**src/rtl/core/ucr_pkg.sv**
```systemverilog
// ----------------------------------------------------------------------------
// ucr_pkg: shared types and constants of the UTF-8 character reverser
// Store sizes, derived address widths, opcode and response codes, controller
// states, and the command/status bundles between controller and datapath.
// ----------------------------------------------------------------------------
`timescale 1ns / 1ps
`default_nettype none

package ucr_pkg;

   // Store sizes
   localparam int MAX_CHARS = 512;
   localparam int MAX_BYTES = 2048;

   // Address widths index the stores, count widths can hold the full depth
   localparam int BYTE_AW = $clog2(MAX_BYTES);
   localparam int CHAR_AW = $clog2(MAX_CHARS);
   localparam int BYTE_CW = $clog2(MAX_BYTES + 1);
   localparam int CHAR_CW = $clog2(MAX_CHARS + 1);

   // Payload widths
   localparam int OPCODE_W = 2;
   localparam int DATA_W   = 8;
   localparam int STATUS_W = 2;

   typedef enum logic [OPCODE_W-1:0] {
      OP_APPEND = 2'd0,
      OP_CLOSE  = 2'd1,
      OP_READ   = 2'd2
   } opcode_type;

   typedef enum logic [STATUS_W-1:0] {
      ST_OK    = 2'd0,
      ST_FULL  = 2'd1,
      ST_PHASE = 2'd2,
      ST_EMPTY = 2'd3
   } rsp_code_type;

   typedef enum logic [1:0] {
      S_IDLE,
      S_CLOSE_WAIT,
      S_READ_WAIT
   } state_type;

   // Controller to datapath
   typedef struct packed {
      logic         append;
      logic         close_issue;
      logic         close_finish;
      logic         read_issue;
      logic         read_finish;
      logic         rsp_load;
      rsp_code_type rsp_code;
   } cmd_type;

   // Datapath to controller
   typedef struct packed {
      logic reading_phase;
      logic store_full;
      logic read_empty;
      logic out_free;
   } stat_type;

   // Number of continuation bytes that follow a lead byte
   function automatic logic [1:0] extra_bytes(input logic [DATA_W-1:0] lead);
      logic [1:0] n;
      n = 2'd0;
      if (lead[7] == 1'b0) begin
         n = 2'd0;
      end else if ((lead & 8'hE0) == 8'hC0) begin
         n = 2'd1;
      end else if ((lead & 8'hF0) == 8'hE0) begin
         n = 2'd2;
      end else if ((lead & 8'hF8) == 8'hF0) begin
         n = 2'd3;
      end
      return n;
   endfunction

endpackage

`default_nettype wire

```
**src/rtl/core/ucr_ctrl.sv**
```systemverilog
// ----------------------------------------------------------------------------
// ucr_ctrl: controller of the UTF-8 character reverser
// Decodes each request item against the datapath status and sequences the
// registered store read that close and read items need.
// ----------------------------------------------------------------------------
`timescale 1ns / 1ps
`default_nettype none

module ucr_ctrl (
   input  wire logic                         clock,
   input  wire logic                         reset,
   input  wire logic                         req_valid,
   output      logic                         req_ready,
   input  wire logic [ucr_pkg::OPCODE_W-1:0] req_opcode,
   input  wire logic                         req_data_zero,
   input  wire ucr_pkg::stat_type            stat,
   output      ucr_pkg::cmd_type             cmd
);
   import ucr_pkg::*;

   state_type    state_ff;
   state_type    state_in;
   logic         accept;
   logic         want_append;
   logic         want_close;
   logic         want_read;
   logic         imm_load;
   rsp_code_type imm_code;

   // Take an item only when idle and the result register can receive
   assign req_ready = (state_ff == S_IDLE) && stat.out_free;
   assign accept    = req_valid && req_ready;

   // Decode the request against the current phase
   always_comb begin
      want_append = 1'b0;
      want_close  = 1'b0;
      want_read   = 1'b0;
      imm_load    = 1'b0;
      imm_code    = ST_OK;
      unique case (opcode_type'(req_opcode)) inside
         OP_APPEND, OP_CLOSE: begin
            if (stat.reading_phase) begin
               imm_load = 1'b1;
               imm_code = ST_PHASE;
            end else if ((opcode_type'(req_opcode) == OP_CLOSE) || req_data_zero) begin
               want_close = 1'b1;
            end else if (stat.store_full) begin
               imm_load = 1'b1;
               imm_code = ST_FULL;
            end else begin
               want_append = 1'b1;
               imm_load    = 1'b1;
               imm_code    = ST_OK;
            end
         end
         OP_READ: begin
            if (!stat.reading_phase) begin
               imm_load = 1'b1;
               imm_code = ST_PHASE;
            end else if (stat.read_empty) begin
               imm_load = 1'b1;
               imm_code = ST_EMPTY;
            end else begin
               want_read = 1'b1;
            end
         end
         default: begin
            imm_load = 1'b1;
            imm_code = ST_PHASE;
         end
      endcase
   end

   // Next state
   always_comb begin
      state_in = state_ff;
      unique case (state_ff)
         S_IDLE: begin
            if (accept && want_close) begin
               state_in = S_CLOSE_WAIT;
            end else if (accept && want_read) begin
               state_in = S_READ_WAIT;
            end
         end
         S_CLOSE_WAIT, S_READ_WAIT: begin
            if (stat.out_free) begin
               state_in = S_IDLE;
            end
         end
         default: state_in = S_IDLE;
      endcase
   end

   // Commands
   always_comb begin
      cmd = '0;
      unique case (state_ff)
         S_IDLE: begin
            if (accept) begin
               cmd.append      = want_append;
               cmd.close_issue = want_close;
               cmd.read_issue  = want_read;
               cmd.rsp_load    = imm_load;
               cmd.rsp_code    = imm_code;
            end
         end
         S_CLOSE_WAIT: begin
            if (stat.out_free) begin
               cmd.close_finish = 1'b1;
               cmd.rsp_load     = 1'b1;
               cmd.rsp_code     = ST_OK;
            end
         end
         S_READ_WAIT: begin
            if (stat.out_free) begin
               cmd.read_finish = 1'b1;
               cmd.rsp_load    = 1'b1;
               cmd.rsp_code    = ST_OK;
            end
         end
         default: cmd = '0;
      endcase
   end

   // State register
   always_ff @(posedge clock) begin
      if (reset) begin
         state_ff <= S_IDLE;
      end else begin
         state_ff <= state_in;
      end
   end

endmodule

`default_nettype wire

```
**config.mk**
```make
export PLATFORM = sky130hd
export DESIGN_NAME = ucr_ctrl
export DESIGN_NICKNAME = d
export VERILOG_FILES = /design/src/rtl/core/ucr_pkg.sv /design/src/rtl/core/ucr_ctrl.sv
export SDC_FILE = /design/constraint.sdc
export NUM_CORES = 1
export LEC_CHECK = 0
export BUFFER_PORTS_ARGS = -buffer_cell sky130_fd_sc_hd__buf_2
export CAP_MARGIN = 20
export CORE_AREA = 2 2 39 41
export CTS_BUF_LIST = sky130_fd_sc_hd__clkbuf_8
export DETAILED_ROUTE_END_ITERATION = 16
export DIE_AREA = 0 0 41 43
export PLACE_DENSITY = 0.6
export SLEW_MARGIN = 20
export SYNTH_ARGS = -nofsm -noshare
export SYNTH_HDL_FRONTEND = slang
export SYNTH_SLANG_ARGS = --single-unit
```
**constraint.sdc**
```tcl
create_clock -name clock -period 2.4 [get_ports clock]
set_clock_uncertainty 0.1 [all_clocks]
set_input_delay 0.36 -clock clock [delete_from_list [all_inputs] [get_ports clock]]
set_output_delay 0.36 -clock clock [all_outputs]
set_load 0.03 [all_outputs]
```
-- Yosys cells after proc, flatten, opt, wreduce, memory -nomap -nowiden
Index checks and enable logic that the tools add are counted.
- equal/unequal tests: 6
- reduce and logical (&&, ||, !) cells: 10
- muxes and demuxes: 36
- operators with widths (cell ; count):
    1-bit two-way mux ; 21
    2-bit two-way mux ; 8
    3-bit one-hot mux with 3 select lines ; 1
    2-bit one-hot mux with 2 select lines ; 2
    3-bit two-way mux ; 2
    2-bit by 1-bit == test with 1-bit output (second input constant) ; 2
    2-bit == test (second input constant) ; 2
    1-bit logical AND ; 4
    2-bit zero test ; 2
    4-bit two-way mux ; 1
    2-bit OR reduction ; 2
    3-bit by 1-bit inequality test with 1-bit output (second input constant) ; 1
    2-bit inequality test (second input constant) ; 1
    1-bit one-hot mux with 2 select lines ; 1
    2-bit AND reduction ; 1
    1-bit logical OR ; 1
- output and inout bits: 9
- input bits: 10
- register bits after elaboration: 2
- logic and storage cells: 53

-- Depth between registers and ports, before layout
- depth in word-level cells: 8
- gate-level depth with buffers: 6
- gate-level depth less buffers: 6

-- Worst setup path after synthesis
OpenSTA, ideal clock, no wires.
- path kind: reg2out
- start: register state_ff[0]
- end: output cmd[0] (netlist bit)
- cell stages (with the launch flop): 5
- required time: 1.940 ns
- slack: 0.031 ns
- path buffers: 0
- data arrival time: 1.909 ns
- cell sequence: dfxtp_1 inv_1 ha_1 nand3_4 a2111oi_1
- RTL lines (element ; line ; source):
    start: declaration ; ucr_ctrl.sv:21 ; state_type state_ff;
    start signal: assignment ; ucr_ctrl.sv:131 ; state_ff <= state_in;
    end: declaration ; ucr_ctrl.sv:17 ; output ucr_pkg::cmd_type cmd

==> results by group <==
Synthesis
  – Syn_nets: 54
  – Post-synth top cells: 6 x nor2_1, 4 x ha_1, 3 x and2_1, 3 x inv_1
  – Cell area after synthesis: 324 sq um
  – Asr flop ratio synth: 0
  – Netlist cell types: 24
  – Yosys top cell area share: 0.154
  – Post-synth EDFFs: 0
  – Synth top area cells: ha_1 15%, dfxtp_1 12%, nor2_1 6.9%
  – FF+latch count, synth: 2
  – Cell with the most instances after synthesis: nor2_1
  – Dominant synthesized flop cell: dfxtp_1
  – Mean Syn Cell Area: 8.10 sq um
  – Sequential fraction of the synthesis area: 0.124
  – Post-synth top area cell: ha_1
  – Synth warn: 0
  – Post-Synthesis Cells: 40

Global routing
  – GR Util met2: 0.156
  – GRT overflow: 0
  – M1 GR Usage: 0.0895
  – Vias in the first global route: 291
  – GRT Overall Usage: 0.0872
  – Grt met3 use: 0.0157
  – Initial antenna violation count: 0
  – First-pass GRT wire length: 1.07 mm
  – Largest net degree at the start of global routing: 10
  – Most used routing layer: met2

Worst setup path
  – Critical path required time: 1940 ps
  – WP data arrival: 1600 ps
  – Worst path buffer plus inverter count: 2
  – Crit Path Max Fanout: 9
  – CP Launch Type: flop
  – Kind of end point of the critical path: output port
  – CP Cell Sequence: inv_1 > ha_1 > nand3_4 > a2111oi_1 > buf_2
  – Top cell family by delay on the critical path: buffers and inverters
  – Crit path largest cell delay: 320 ps
  – Crit path kind: flop to output port
  – Critical-path top delay cell: dfxtp_1

STA
  – Setup TNS: 0 ps
  – Final Hold Vio Count: 0
  – Max-slew violations: 0
  – Tightest Pin Transition: 301 ps
  – RSZ-0062 raised after global routing: false
  – Min Tclk post-route: 2060 ps
  – Fmax: 0.485 GHz
  – Fin crit share: 0.859
  – Worst rel slew slack: 0.799
  – Number of setup violations in the final report: 0

Power and ir drop
  – Max rail drop VDD: 0.000299 V
  – Pwr per Cell Area: 618 nW/um^2
  – Overall Power: 0.000289 W
  – LEAKAGE: 0.224 nW

Clock tree
  – Maximum buffer depth of the clock tree: 2
  – Htree depth: 1
  – Resized cells post-CTS: 0
  – Hold_buf cts: 0
  – Post-CTS Setup Bufs: 0
  – Clk Tree Root Cell: clkbuf_8
  – Clock transition at path regs: 30 ps
  – TritonCTS clock tree: done
  – Clock latency on the worst-skew pair: 210 ps
  – CTS Buf Count: 3
  – CTS Sinks: 2

Detailed routing
  – Drc violations: 0
  – Avg WL per Cell: 9.97 um
  – Via count: 340
  – Vias per inst: 4.47
  – Drt first-iter violations: 4
  – Routed Wire Length: 758 um
  – Number of nets with antenna violations after routing: 0
  – Drt pass-1 iters: 3

Place
  – HPWL after DPL: 638 um
  – I/O Buffers: 18
  – GP Congestion: 0.719

Die
  – # IOs: 19
  – Initial core utilization: 0.234
  – Die footprint: 1760 sq um
  – Standard-cell rows: 14
  – Die height: 43 um
  – Die Wd: 41 um
  – Core area: 1380 sq um

Cells and area
  – P&R area growth vs syn: 44.4%
  – Antenna Cells: 0
  – Nets@finish: 76
  – Max reg flops: 2
  – Largest Register: state_ff
  – Top flop regs: state_ff x2
  – Layout cell share with drive strength beyond 1: 0.483

Status
  – Status: finished clean

Min path
  – Hold Crit Class: primary input to flop

Flow run
  – Max-cap violations: 0
[layer usage]
metal | part of all wire | up-vias
li1 | - | 181
met3 | 0.075 | 0
met4 | 0 | 0
met5 | 0 | -
met2 | 0.49 | 12
met1 | 0.43 | 147
[cell families after synthesis]
kind of cell | Yosys count | share of synthesized area
AOI/OAI and AO/OA | 7 | 0.193
DFF | 2 | 0.124
and+or+nand+nor | 23 | 0.471
buffers and inverters | 4 | 0.0579
adders and majority gates | 4 | 0.154
[worst register-to-register path, stage by stage (launching register included)]
cell and delay (ps):
dfxtp_1 320, inv_1 110, ha_1 270, nand3_4 160
nor2b_4 180, o221ai_2 100, and3_1 150
[power by group]
part / internal [W] / switching (W) / total [W]
Clock: 0.000106 / 0.0000223 / 0.000128
Sequential: 0.0000382 / 0.00000454 / 0.0000428
Combinational: 0.0000449 / 0.0000735 / 0.000118
Total: 0.000189 / 0.000100 / 0.000289
[metrics by stage]
stage | setup slack (ps) | hold WS [ps] | area, sq um | utilization | std cells
after floorplan | 30.7 | 325 | 324 | - | 40
after global placement | 539 | 445 | 427 | 0.308 | 73
after CTS | 313 | 229 | 468 | 0.338 | 76
final | 339 | 233 | 468 | 0.338 | 76
after global routing | 192 | 234 | 468 | 0.338 | 76
after detailed placement | 519 | 447 | 427 | 0.308 | 73
[cell type report]
type,instances,area (sq um)
clock buffer,3,41.3
fill,146,916
inverter,3,11.3
multi-input combinational,34,265
sequential,2,40.0
tap,16,20.0
timing repair buffer,18,90.1
[cells in the final DEF (no fill, tap or decap), drive strengths merged]
cell / instances
a21oi: 1
a211oi: 1
nor2b: 1
o21ai: 1
and4bb: 1
nand3b: 1
nand2: 2
nand3: 2
a22oi: 1
and3: 1
nand2b: 1
inv: 3
buf: 18
nor2: 8
nor3: 2
dfxtp: 2
a2111oi: 1
or2: 1
o221ai: 1
ha: 4
and2: 3
clkbuf: 3
o211ai: 1
[worst paths after layout]
kind | start | endpoint | slack (ps) | cells after the start
setup / recovery | state_ff[0] | cmd[0] | 340 | 5
hold / removal | reset | state_ff[1] | 230 | 2
setup reg to reg | state_ff[0] | state_ff[0] | 900 | 6
hold reg to reg | state_ff[1] | state_ff[1] | 450 | 2
(Power assumes the default switching activity.)
